## src/dedup_priority_display_queue_defines.svh

```systemverilog
// assertion macros for the dedup priority display queue
`ifndef DEDUP_PRIORITY_DISPLAY_QUEUE_DEFINES_SVH
`define DEDUP_PRIORITY_DISPLAY_QUEUE_DEFINES_SVH
`ifndef SYNTHESIS
`define DPDQ_ASSERT_ALWAYS(label, clk, rst, cond) \
   label: assert property (@(posedge clk) disable iff (rst) (cond)) \
      else $error("dpdq assertion failed");
`define DPDQ_ASSERT_IMPL(label, clk, rst, a, c) \
   label: assert property (@(posedge clk) disable iff (rst) (a) |-> (c)) \
      else $error("dpdq assertion failed");
`define DPDQ_ASSERT_NEXT(label, clk, rst, a, c) \
   label: assert property (@(posedge clk) disable iff (rst) (a) |=> (c)) \
      else $error("dpdq assertion failed");
`else
`define DPDQ_ASSERT_ALWAYS(label, clk, rst, cond)
`define DPDQ_ASSERT_IMPL(label, clk, rst, a, c)
`define DPDQ_ASSERT_NEXT(label, clk, rst, a, c)
`endif
`endif

```

## src/dpdq_pkg.sv

```systemverilog
// shared types and codes of the dedup priority display queue
package dpdq_pkg;

   localparam int ACTIVE_DEPTH_DEF  = 8;
   localparam int PENDING_DEPTH_DEF = 16;

   localparam logic [2:0] ACT_ADMIT     = 3'd0;
   localparam logic [2:0] ACT_PROMOTE   = 3'd1;
   localparam logic [2:0] ACT_REMOVE_A  = 3'd2;
   localparam logic [2:0] ACT_REMOVE_P  = 3'd3;
   localparam logic [2:0] ACT_CLEAR     = 3'd4;

   localparam logic [3:0] ST_SHOWN      = 4'd0;
   localparam logic [3:0] ST_QUEUED     = 4'd1;
   localparam logic [3:0] ST_DEDUP_HIT  = 4'd2;
   localparam logic [3:0] ST_DROPPED    = 4'd3;
   localparam logic [3:0] ST_PROMOTED   = 4'd4;
   localparam logic [3:0] ST_NO_PROMOTE = 4'd5;
   localparam logic [3:0] ST_REMOVED    = 4'd6;
   localparam logic [3:0] ST_NOT_FOUND  = 4'd7;
   localparam logic [3:0] ST_CLEARED    = 4'd8;

   localparam logic REG_MAX_VISIBLE = 1'b0;

   typedef struct packed {
      logic [31:0] handle;
      logic [31:0] key;
      logic        key_present;
      logic [7:0]  prio;
   } entry_type;

   typedef struct packed {
      logic [3:0]  status;
      logic [31:0] handle;
      logic [31:0] key;
      logic        key_present;
      logic [7:0]  prio;
   } result_type;

   typedef enum logic [3:0] {
      S_IDLE,
      S_A_SCAN,
      S_P_SCAN,
      S_PLACE,
      S_INSERT,
      S_PROMOTE,
      S_PURGE_A,
      S_PURGE_P,
      S_DONE
   } state_type;

endpackage

```

## src/dpdq_req_if.sv

```systemverilog
// request channel of the dedup priority display queue
interface dpdq_req_if;
   logic        valid;
   logic        ready;
   logic [2:0]  action;
   logic [31:0] handle_id;
   logic [31:0] dedup_key;
   logic        key_present;
   logic [7:0]  priority_req;

   modport source(output valid, action, handle_id, dedup_key, key_present, priority_req,
                  input ready);
   modport sink(input valid, action, handle_id, dedup_key, key_present, priority_req,
                output ready);
endinterface

```

## src/dpdq_rsp_if.sv

```systemverilog
// response channel of the dedup priority display queue
interface dpdq_rsp_if;
   logic        valid;
   logic        ready;
   logic [3:0]  status;
   logic [31:0] handle_out;
   logic [31:0] key_out;
   logic        key_present_out;
   logic [7:0]  priority_out;

   modport source(output valid, status, handle_out, key_out, key_present_out, priority_out,
                  input ready);
   modport sink(input valid, status, handle_out, key_out, key_present_out, priority_out,
                output ready);
endinterface

```

## src/dedup_priority_display_queue.sv

```systemverilog
// top level of the dedup priority display queue
// usage:
//  - req_if carries one request (admit, promote, remove active, remove pending,
//    clear) with valid/ready; rsp_if returns exactly one response per request
//  - apb-style port sets max_visible (byte address 0); write only while idle
//  - one request at a time: a small sequencer walks the entry lists one entry
//    per cycle through a single read port per list
//  - admit with a key scans active then pending entries, then may shift the
//    pending list one entry a cycle to open its slot; promote slides the
//    pending list up and removes compact their list; clear and unknown codes
//    go from idle straight to the done state
//  - the response waits in an output register; a new request is taken as soon
//    as the sequencer is back in idle, even while the last response is held
//  - a stalled receiver holds the response; a finished request then waits in
//    the done state until the output register frees up
//  - reset (synchronous) empties both lists, sets max_visible to 1 and drops
//    any held response; entry storage is not cleared
`include "dedup_priority_display_queue_defines.svh"
module dedup_priority_display_queue #(
   parameter int ACTIVE_DEPTH  = dpdq_pkg::ACTIVE_DEPTH_DEF,
   parameter int PENDING_DEPTH = dpdq_pkg::PENDING_DEPTH_DEF
) (
   input  logic              clock,
   input  logic              reset,
   dpdq_req_if.sink          req_if,
   dpdq_rsp_if.source        rsp_if,
   input  logic              psel,
   input  logic              penable,
   input  logic              pwrite,
   input  logic [0:0]        paddr,
   input  logic [31:0]       pwdata,
   output logic [31:0]       prdata,
   output logic              pready
);
   localparam int AIW = (ACTIVE_DEPTH > 1) ? $clog2(ACTIVE_DEPTH) : 1;
   localparam int PIW = (PENDING_DEPTH > 1) ? $clog2(PENDING_DEPTH) : 1;
   localparam int ACW = $clog2(ACTIVE_DEPTH + 1);
   localparam int PCW = $clog2(PENDING_DEPTH + 1);
   localparam int CW  = (PCW > ACW) ? PCW : ACW;

   dpdq_pkg::state_type  state_ff, state_in;
   logic [3:0]           mv_ff;
   logic [ACW-1:0]       ac_ff, ac_in;
   logic [PCW-1:0]       pc_ff, pc_in;
   logic [CW-1:0]        idx_ff, idx_in;   // scan / read pointer
   logic [CW-1:0]        wp_ff, wp_in;     // compaction write pointer
   logic [2:0]           act_ff, act_in;
   dpdq_pkg::entry_type  item_ff, item_in;
   dpdq_pkg::result_type res_ff, res_in;
   dpdq_pkg::result_type rsp_ff, rsp_in;
   logic                 rsp_valid_ff, rsp_valid_in;

   // list ports
   logic                a_we, p_we;
   logic [AIW-1:0]      a_waddr, a_raddr;
   logic [PIW-1:0]      p_waddr, p_raddr;
   dpdq_pkg::entry_type a_wdata, p_wdata, a_rd, p_rd;

   logic                acc, slot_free;
   logic [ACW-1:0]      lim;
   logic                a_room, p_room;
   logic                a_end, p_end, a_hit, p_hit, shift_more;
   logic                w_hold;
   dpdq_pkg::entry_type head;

   dpdq_list #(.DEPTH(ACTIVE_DEPTH)) u_active (
      .clock(clock), .we(a_we), .waddr(a_waddr), .wdata(a_wdata),
      .raddr(a_raddr), .rdata(a_rd));

   dpdq_list #(.DEPTH(PENDING_DEPTH)) u_pending (
      .clock(clock), .we(p_we), .waddr(p_waddr), .wdata(p_wdata),
      .raddr(p_raddr), .rdata(p_rd));

   // config port
   assign pready = 1'b1;
   assign prdata = (paddr == dpdq_pkg::REG_MAX_VISIBLE) ? {28'd0, mv_ff} : 32'd0;

   always_ff @(posedge clock) begin
      if (reset) begin
         mv_ff <= 4'd1;
      end else if (psel && penable && pwrite && paddr == dpdq_pkg::REG_MAX_VISIBLE) begin
         mv_ff <= pwdata[3:0];
      end
   end

   // visible limit, clamped to 1..ACTIVE_DEPTH
   always_comb begin
      if (mv_ff == 4'd0) begin
         lim = ACW'(1);
      end else if (32'(mv_ff) > ACTIVE_DEPTH) begin
         lim = ACW'(ACTIVE_DEPTH);
      end else begin
         lim = ACW'(mv_ff);
      end
   end

   assign acc       = req_if.valid && req_if.ready;
   assign slot_free = !rsp_valid_ff || rsp_if.ready;
   assign a_room    = ac_ff < lim;
   assign p_room    = 32'(pc_ff) < PENDING_DEPTH;
   assign a_end     = idx_ff == CW'(ac_ff);
   assign p_end     = idx_ff == CW'(pc_ff);
   // keyless entries are stored with key zero and never match
   assign a_hit     = !a_end && a_rd.key_present && a_rd.key == item_ff.key;
   assign p_hit     = !p_end && p_rd.key_present && p_rd.key == item_ff.key;
   // insertion walks down from the tail while the entry above has lower priority
   assign shift_more = (idx_ff != '0) && (p_rd.prio < item_ff.prio);
   assign w_hold    = a_rd.handle == item_ff.handle;
   assign head      = '{handle: res_ff.handle, key: res_ff.key,
                        key_present: res_ff.key_present, prio: res_ff.prio};

   assign req_if.ready = state_ff == dpdq_pkg::S_IDLE;

   // read addresses: the stores register the read, so the address for the
   // next state goes out now; idle and done keep the pending head on p_rd
   always_comb begin
      a_raddr = idx_in[AIW-1:0];
      p_raddr = idx_in[PIW-1:0];
      unique case (state_in) inside
         dpdq_pkg::S_IDLE, dpdq_pkg::S_DONE: p_raddr = '0;
         dpdq_pkg::S_INSERT:                 p_raddr = PIW'(idx_in - CW'(1));
         default:                            p_raddr = idx_in[PIW-1:0];
      endcase
   end

   // next state
   always_comb begin
      state_in = state_ff;
      unique case (state_ff)
         dpdq_pkg::S_IDLE: begin
            if (acc) begin
               unique case (req_if.action)
                  dpdq_pkg::ACT_ADMIT:
                     state_in = req_if.key_present ? dpdq_pkg::S_A_SCAN : dpdq_pkg::S_PLACE;
                  dpdq_pkg::ACT_PROMOTE:
                     state_in = (pc_ff == '0 || !a_room) ? dpdq_pkg::S_DONE
                                                         : dpdq_pkg::S_PROMOTE;
                  dpdq_pkg::ACT_REMOVE_A: state_in = dpdq_pkg::S_PURGE_A;
                  dpdq_pkg::ACT_REMOVE_P: state_in = dpdq_pkg::S_PURGE_P;
                  default:                state_in = dpdq_pkg::S_DONE;
               endcase
            end
         end
         dpdq_pkg::S_A_SCAN: begin
            if (a_hit) begin
               state_in = dpdq_pkg::S_DONE;
            end else if (a_end) begin
               state_in = dpdq_pkg::S_P_SCAN;
            end
         end
         dpdq_pkg::S_P_SCAN: begin
            if (p_hit) begin
               state_in = dpdq_pkg::S_DONE;
            end else if (p_end) begin
               state_in = dpdq_pkg::S_PLACE;
            end
         end
         dpdq_pkg::S_PLACE: begin
            state_in = (!a_room && p_room) ? dpdq_pkg::S_INSERT : dpdq_pkg::S_DONE;
         end
         dpdq_pkg::S_INSERT: begin
            if (!shift_more) begin
               state_in = dpdq_pkg::S_DONE;
            end
         end
         dpdq_pkg::S_PROMOTE: begin
            if (p_end) begin
               state_in = dpdq_pkg::S_DONE;
            end
         end
         dpdq_pkg::S_PURGE_A: begin
            if (a_end) begin
               state_in = dpdq_pkg::S_DONE;
            end
         end
         dpdq_pkg::S_PURGE_P: begin
            if (p_end) begin
               state_in = dpdq_pkg::S_DONE;
            end
         end
         dpdq_pkg::S_DONE: begin
            if (slot_free) begin
               state_in = dpdq_pkg::S_IDLE;
            end
         end
         default: state_in = dpdq_pkg::S_IDLE;
      endcase
   end

   // datapath and list writes
   always_comb begin
      idx_in  = idx_ff;
      wp_in   = wp_ff;
      ac_in   = ac_ff;
      pc_in   = pc_ff;
      act_in  = act_ff;
      item_in = item_ff;
      res_in  = res_ff;
      a_we    = 1'b0;
      a_waddr = ac_ff[AIW-1:0];
      a_wdata = item_ff;
      p_we    = 1'b0;
      p_waddr = idx_ff[PIW-1:0];
      p_wdata = item_ff;
      unique case (state_ff)
         dpdq_pkg::S_IDLE: begin
            if (acc) begin
               act_in  = req_if.action;
               item_in = '{handle: req_if.handle_id,
                           key: req_if.key_present ? req_if.dedup_key : 32'd0,
                           key_present: req_if.key_present,
                           prio: req_if.priority_req};
               res_in  = '0;
               idx_in  = '0;
               wp_in   = '0;
               unique case (req_if.action) inside
                  dpdq_pkg::ACT_PROMOTE: begin
                     if (pc_ff == '0 || !a_room) begin
                        res_in.status = dpdq_pkg::ST_NO_PROMOTE;
                     end else begin
                        // latch the head, then slide the rest up from index 1
                        res_in = '{status: dpdq_pkg::ST_PROMOTED, handle: p_rd.handle,
                                   key: p_rd.key, key_present: p_rd.key_present,
                                   prio: p_rd.prio};
                        idx_in = CW'(1);
                     end
                  end
                  dpdq_pkg::ACT_CLEAR: begin
                     ac_in         = '0;
                     pc_in         = '0;
                     res_in.status = dpdq_pkg::ST_CLEARED;
                  end
                  dpdq_pkg::ACT_ADMIT, dpdq_pkg::ACT_REMOVE_A, dpdq_pkg::ACT_REMOVE_P: ;
                  default: res_in.status = dpdq_pkg::ST_NOT_FOUND;
               endcase
            end
         end
         dpdq_pkg::S_A_SCAN: begin
            if (a_hit) begin
               res_in.status = dpdq_pkg::ST_DEDUP_HIT;
               res_in.handle = a_rd.handle;
            end else if (a_end) begin
               idx_in = '0;
            end else begin
               idx_in = idx_ff + CW'(1);
            end
         end
         dpdq_pkg::S_P_SCAN: begin
            if (p_hit) begin
               res_in.status = dpdq_pkg::ST_DEDUP_HIT;
               res_in.handle = p_rd.handle;
            end else if (!p_end) begin
               idx_in = idx_ff + CW'(1);
            end
         end
         dpdq_pkg::S_PLACE: begin
            if (a_room) begin
               a_we          = 1'b1;
               ac_in         = ac_ff + ACW'(1);
               res_in.status = dpdq_pkg::ST_SHOWN;
            end else if (p_room) begin
               idx_in = CW'(pc_ff);
            end else begin
               res_in.status = dpdq_pkg::ST_DROPPED;
            end
         end
         dpdq_pkg::S_INSERT: begin
            p_we = 1'b1;
            if (shift_more) begin
               p_wdata = p_rd;
               idx_in  = idx_ff - CW'(1);
            end else begin
               pc_in         = pc_ff + PCW'(1);
               res_in.status = dpdq_pkg::ST_QUEUED;
            end
         end
         dpdq_pkg::S_PROMOTE: begin
            if (p_end) begin
               pc_in   = pc_ff - PCW'(1);
               a_we    = 1'b1;
               a_wdata = head;
               ac_in   = ac_ff + ACW'(1);
            end else begin
               p_we    = 1'b1;
               p_waddr = PIW'(idx_ff - CW'(1));
               p_wdata = p_rd;
               idx_in  = idx_ff + CW'(1);
            end
         end
         dpdq_pkg::S_PURGE_A: begin
            a_waddr = wp_ff[AIW-1:0];
            a_wdata = a_rd;
            if (a_end) begin
               ac_in         = ACW'(wp_ff);
               res_in.status = (wp_ff != CW'(ac_ff)) ? dpdq_pkg::ST_REMOVED
                                                     : dpdq_pkg::ST_NOT_FOUND;
            end else begin
               idx_in = idx_ff + CW'(1);
               if (!w_hold) begin
                  a_we  = 1'b1;
                  wp_in = wp_ff + CW'(1);
               end
            end
         end
         dpdq_pkg::S_PURGE_P: begin
            p_waddr = wp_ff[PIW-1:0];
            p_wdata = p_rd;
            if (p_end) begin
               pc_in         = PCW'(wp_ff);
               res_in.status = (wp_ff != CW'(pc_ff)) ? dpdq_pkg::ST_REMOVED
                                                     : dpdq_pkg::ST_NOT_FOUND;
            end else begin
               idx_in = idx_ff + CW'(1);
               if (p_rd.handle != item_ff.handle) begin
                  p_we  = 1'b1;
                  wp_in = wp_ff + CW'(1);
               end
            end
         end
         default: ;
      endcase
   end

   // response register
   always_comb begin
      rsp_in       = rsp_ff;
      rsp_valid_in = rsp_valid_ff;
      if (state_ff == dpdq_pkg::S_DONE && slot_free) begin
         rsp_in       = res_ff;
         rsp_valid_in = 1'b1;
      end else if (rsp_valid_ff && rsp_if.ready) begin
         rsp_valid_in = 1'b0;
      end
   end

   always_ff @(posedge clock) begin
      if (reset) begin
         state_ff     <= dpdq_pkg::S_IDLE;
         ac_ff        <= '0;
         pc_ff        <= '0;
         rsp_valid_ff <= 1'b0;
      end else begin
         state_ff     <= state_in;
         ac_ff        <= ac_in;
         pc_ff        <= pc_in;
         rsp_valid_ff <= rsp_valid_in;
      end
   end

   always_ff @(posedge clock) begin
      idx_ff  <= idx_in;
      wp_ff   <= wp_in;
      act_ff  <= act_in;
      item_ff <= item_in;
      res_ff  <= res_in;
      rsp_ff  <= rsp_in;
   end

   assign rsp_if.valid           = rsp_valid_ff;
   assign rsp_if.status          = rsp_ff.status;
   assign rsp_if.handle_out      = rsp_ff.handle;
   assign rsp_if.key_out         = rsp_ff.key;
   assign rsp_if.key_present_out = rsp_ff.key_present;
   assign rsp_if.priority_out    = rsp_ff.prio;

   `DPDQ_ASSERT_ALWAYS(a_active_bound, clock, reset, 32'(ac_ff) <= ACTIVE_DEPTH)
   `DPDQ_ASSERT_ALWAYS(a_pending_bound, clock, reset, 32'(pc_ff) <= PENDING_DEPTH)
   `DPDQ_ASSERT_NEXT(a_done_emits, clock, reset, state_ff == dpdq_pkg::S_DONE && slot_free, rsp_valid_ff && state_ff == dpdq_pkg::S_IDLE)
   `DPDQ_ASSERT_NEXT(a_clear_empties, clock, reset, acc && req_if.action == dpdq_pkg::ACT_CLEAR, ac_ff == '0 && pc_ff == '0)
   `DPDQ_ASSERT_IMPL(a_busy_blocks, clock, reset, state_ff != dpdq_pkg::S_IDLE, !req_if.ready)
   `DPDQ_ASSERT_IMPL(a_remove_kept_count, clock, reset, act_ff == dpdq_pkg::ACT_REMOVE_P && state_ff == dpdq_pkg::S_PURGE_P, wp_ff <= idx_ff)
endmodule

```

## src/dpdq_list.sv

```systemverilog
// entry store with one read and one write address per cycle
module dpdq_list #(
   parameter int DEPTH = dpdq_pkg::ACTIVE_DEPTH_DEF,
   localparam int IW = (DEPTH > 1) ? $clog2(DEPTH) : 1
) (
   input  logic                clock,
   input  logic                we,
   input  logic [IW-1:0]       waddr,
   input  dpdq_pkg::entry_type wdata,
   input  logic [IW-1:0]       raddr,
   output dpdq_pkg::entry_type rdata
);
   dpdq_pkg::entry_type mem_ff [DEPTH];
   dpdq_pkg::entry_type rdata_ff;

   always_ff @(posedge clock) begin
      if (we) begin
         mem_ff[waddr] <= wdata;
      end
   end

   // registered read, data follows the address in the next cycle
   always_ff @(posedge clock) begin
      rdata_ff <= mem_ff[raddr];
   end

   assign rdata = rdata_ff;
endmodule

```

## src/flat_wrapper.sv

```systemverilog
// flat-port wrapper written by rule: the top's interface ports become plain ports
module dedup_priority_display_queue_flat 
#(
   parameter int ACTIVE_DEPTH  = dpdq_pkg::ACTIVE_DEPTH_DEF,
   parameter int PENDING_DEPTH = dpdq_pkg::PENDING_DEPTH_DEF
)
  (clock, reset, psel, penable, pwrite, paddr, pwdata, prdata, pready, req_if_valid, req_if_action, req_if_handle_id, req_if_dedup_key, req_if_key_present, req_if_priority_req, req_if_ready, rsp_if_valid, rsp_if_status, rsp_if_handle_out, rsp_if_key_out, rsp_if_key_present_out, rsp_if_priority_out, rsp_if_ready);
  dpdq_req_if req_if_i ();
  dpdq_rsp_if rsp_if_i ();
  input  logic clock;
  input  logic reset;
  input  logic psel;
  input  logic penable;
  input  logic pwrite;
  input  logic [0:0] paddr;
  input  logic [31:0] pwdata;
  output logic [31:0] prdata;
  output logic pready;
  input wire logic [$bits(req_if_i.valid)-1:0] req_if_valid;
  input wire logic [$bits(req_if_i.action)-1:0] req_if_action;
  input wire logic [$bits(req_if_i.handle_id)-1:0] req_if_handle_id;
  input wire logic [$bits(req_if_i.dedup_key)-1:0] req_if_dedup_key;
  input wire logic [$bits(req_if_i.key_present)-1:0] req_if_key_present;
  input wire logic [$bits(req_if_i.priority_req)-1:0] req_if_priority_req;
  output wire logic [$bits(req_if_i.ready)-1:0] req_if_ready;
  output wire logic [$bits(rsp_if_i.valid)-1:0] rsp_if_valid;
  output wire logic [$bits(rsp_if_i.status)-1:0] rsp_if_status;
  output wire logic [$bits(rsp_if_i.handle_out)-1:0] rsp_if_handle_out;
  output wire logic [$bits(rsp_if_i.key_out)-1:0] rsp_if_key_out;
  output wire logic [$bits(rsp_if_i.key_present_out)-1:0] rsp_if_key_present_out;
  output wire logic [$bits(rsp_if_i.priority_out)-1:0] rsp_if_priority_out;
  input wire logic [$bits(rsp_if_i.ready)-1:0] rsp_if_ready;
  assign req_if_i.valid = req_if_valid;
  assign req_if_i.action = req_if_action;
  assign req_if_i.handle_id = req_if_handle_id;
  assign req_if_i.dedup_key = req_if_dedup_key;
  assign req_if_i.key_present = req_if_key_present;
  assign req_if_i.priority_req = req_if_priority_req;
  assign req_if_ready = req_if_i.ready;
  assign rsp_if_valid = rsp_if_i.valid;
  assign rsp_if_status = rsp_if_i.status;
  assign rsp_if_handle_out = rsp_if_i.handle_out;
  assign rsp_if_key_out = rsp_if_i.key_out;
  assign rsp_if_key_present_out = rsp_if_i.key_present_out;
  assign rsp_if_priority_out = rsp_if_i.priority_out;
  assign rsp_if_i.ready = rsp_if_ready;
  dedup_priority_display_queue #(.ACTIVE_DEPTH(ACTIVE_DEPTH), .PENDING_DEPTH(PENDING_DEPTH)) u_core (.clock(clock), .reset(reset), .req_if(req_if_i), .rsp_if(rsp_if_i), .psel(psel), .penable(penable), .pwrite(pwrite), .paddr(paddr), .pwdata(pwdata), .prdata(prdata), .pready(pready));
endmodule
```

## config.mk

```make
export PLATFORM = sky130hd
export DESIGN_NAME = dedup_priority_display_queue_flat
export DESIGN_NICKNAME = d
export VERILOG_FILES = /design/src/dpdq_pkg.sv /design/src/dpdq_req_if.sv /design/src/dpdq_rsp_if.sv /design/src/dedup_priority_display_queue.sv /design/src/dpdq_list.sv /design/src/flat_wrapper.sv
export VERILOG_INCLUDE_DIRS = /design/src /design/src/src
export SDC_FILE = /design/constraint.sdc
export NUM_CORES = 2
export LEC_CHECK = 0
export ABC_AREA = 0
export BUFFER_PORTS_ARGS = -buffer_cell sky130_fd_sc_hd__buf_2
export CELL_PAD_IN_SITES_DETAIL_PLACEMENT = 0
export CELL_PAD_IN_SITES_GLOBAL_PLACEMENT = 1
export CORE_ASPECT_RATIO = 0.5
export CORE_MARGIN = 3
export CORE_UTILIZATION = 61
export CTS_BUF_LIST = sky130_fd_sc_hd__clkbuf_8
export CTS_CLUSTER_DIAMETER = 60
export DETAILED_ROUTE_END_ITERATION = 6
export PLACE_DENSITY_LB_ADDON = 0.12
export SKIP_CTS_REPAIR_TIMING = 1
export SLEW_MARGIN = 10
export SYNTH_ARGS = -nofsm -noshare
export SYNTH_HDL_FRONTEND = slang
export SYNTH_HIERARCHICAL = 1
export SYNTH_SLANG_ARGS = --single-unit
```

## constraint.sdc

```tcl
create_clock -name clock -period 13.95 [get_ports clock]
set_clock_uncertainty 0.1 [all_clocks]
set_input_delay 4.185 -clock clock [delete_from_list [all_inputs] [get_ports clock]]
set_output_delay 4.185 -clock clock [all_outputs]
set_load 0.01 [all_outputs]
```

==> results.yml <==
status:
  status: "completed"
finish:
  nets: 4660
  fin_cells: 6506
  layout.cells.most_common: "edfxtp_1"
  utilization_pct: 68.7
  nFillCells: 8283
  area_growth_pct: 10.4
  layout_common_cells: "edfxtp_1, nand2_1, clkbuf_8"
  drive_above_1_share_pct: 23.7
worst_hold_path:
  worstHoldPathCells: 0
  hp-class: "flip-flop to flip-flop"
timing:
  hold_ws_ns: 0.323
  worstMarginPinSlew_ns: 1.22
  slew_headroom_pct: 19.0
  setup_viol: 0
  maxSlewViolCount: 0
  post-route-min-period_ns: 8.84
  max_freq_mhz: 113
  finalHoldViolCount: 0
  rsz0062_at_grt: "false"
  finalSetupTns_ns: 0
  worst_slack_ns: 5.11
  fin_crit_sh_pct: 63.4
placement:
  globalplace.congestion: 0.925
  port_buffers: 170
  place_ws_ns: 4.66
  dp_hpwl_um: 119000
  dp.cells: 5981
die:
  core_area_um2: 130000
  die-area_um2: 137000
  initial_core_util_pct: 62.2
  fp.dieH_um: 264
  die-width_um: 521
  io_pins: 228
  core.rowCount: 93
cts:
  cts_buffers: 295
  cts_buffer_depth: 4
  htree_levels: 5
  clock-root-buffer: "clkbuf_8"
  tritoncts: "done"
  clk-insertion-delay-late_ns: 0.99
  clk_pin_slew_ns: 0.07
  clock_sinks: 2081
global_route:
  antenna_found_initial: 5
  grt_first_pass_wirelength_um: 291000
  grt_use_total_pct: 29.8
  grt_max_degree: 133
  grt_pass1_vias: 41200
  overflow: 0
detailed_routing:
  routed_wl_um: 203000
  viasPerCell: 6.44
  top_layer: "met4"
  drc_errors: 0
  dr.first_iter.drc_count: 5916
  met1Wirelength_um: 85000
  vias: 41900
  wl_met2_um: 85700
  wl_met3_um: 29200
  ant_nets: 0
  dr.pass1.iters: 6
  wl_per_cell_um: 31.2
setup_path:
  required_ns: 9.66
  critical_path_arrival_ns: 4.55
  crit_path_end_kind: "primary output"
  reg2regPathDepth: 13
  start_kind: "primary input"
  critPathMaxFanout: 5
  crit_type: "primary input to primary output"
power_and_ir_drop:
  vdd_drop_max_mv: 0.257
  powerDensity_nw_per_um2: 203
  p_leak_nw: 29.5
yosys:
  netlist_area_um2: 81000
  yosysWarningCount: 6
  syn_avg_cell_area_um2: 19.6
  synth_cells: 4131
job:
  maxCapViolations: 0
[critical path, cell delays in order]
cell and delay [ns]:
buf_2 0.12, nor2b_1 0.11, buf_2 0.14
[flip-flops by register name (all words and copies together), names as in the netlist, 8 cells and up]
name	flops
u_core/u_pending/mem_ff	1168
u_core/u_active/mem_ff	520
u_core/head	73
u_core/item_ff	73
u_core/u_pending/rdata	73
u_core/u_active/rdata	65
u_core/rsp_if.handle_out	32
u_core/rsp_if.key_out	32
u_core/rsp_if.priority_out	8
[routing by layer]
metal / vias to the layer above / global-route usage [%]
li1: 17500 / -
met1: 21700 / 47.3
met2: 2547 / 39.7
met3: 240 / 10.9
met4: 0 / 6.87
met5: - / 0.347
[power by group]
| part | switching (mW) | leakage [nW] | internal [mW] |
|---|---|---|---|
| Sequential | 0.750 | 18.8 | 7.76 |
| Clock | 2.23 | 3.21 | 2.20 |
| Combinational | 2.85 | 7.53 | 2.41 |
| Total | 5.83 | 29.5 | 12.4 |
[path summary, 6_finish.rpt]
check | start | to | slack, ns
worst max-delay path | paddr | prdata[0] | 5.11
worst min register to register | u_core/head[66]$_DFFE_PP_ | u_core/rsp_if.handle_out[25]$_DFFE_PP_ | 0.32
worst min-delay path | u_core/head[66]$_DFFE_PP_ | u_core/rsp_if.handle_out[25]$_DFFE_PP_ | 0.32
worst max register to register | u_core/item_ff[33]$_SDFFCE_PN0P_ | u_core/u_pending/rdata[63]$_DFF_P_ | 7.51
[metrics by stage]
step	total power [mW]	cell area [um^2]
4_1_cts	18.2	89400
3_5_place_dp	13.8	84000
5_1_grt	19.0	89400
3_3_place_gp	13.7	84000
2_1_floorplan	12.3	81100
6_report	18.2	89400
[layout make-up]
cell class	instances	area (um^2)	share of cell area (%)
Clock inverter	181	749	0.838
Inverter	20	86.3	0.0965
Clock buffer	336	4620	5.17
Tap cell	1757	2200	2.46
Multi-Input combinational cell	1808	18800	21.1
Antenna cell	5	12.5	0.0140
Timing Repair Buffer	318	2010	2.25
Sequential cell	2081	60900	68.1
No activity file was read; power rests on OpenSTA's default activity.
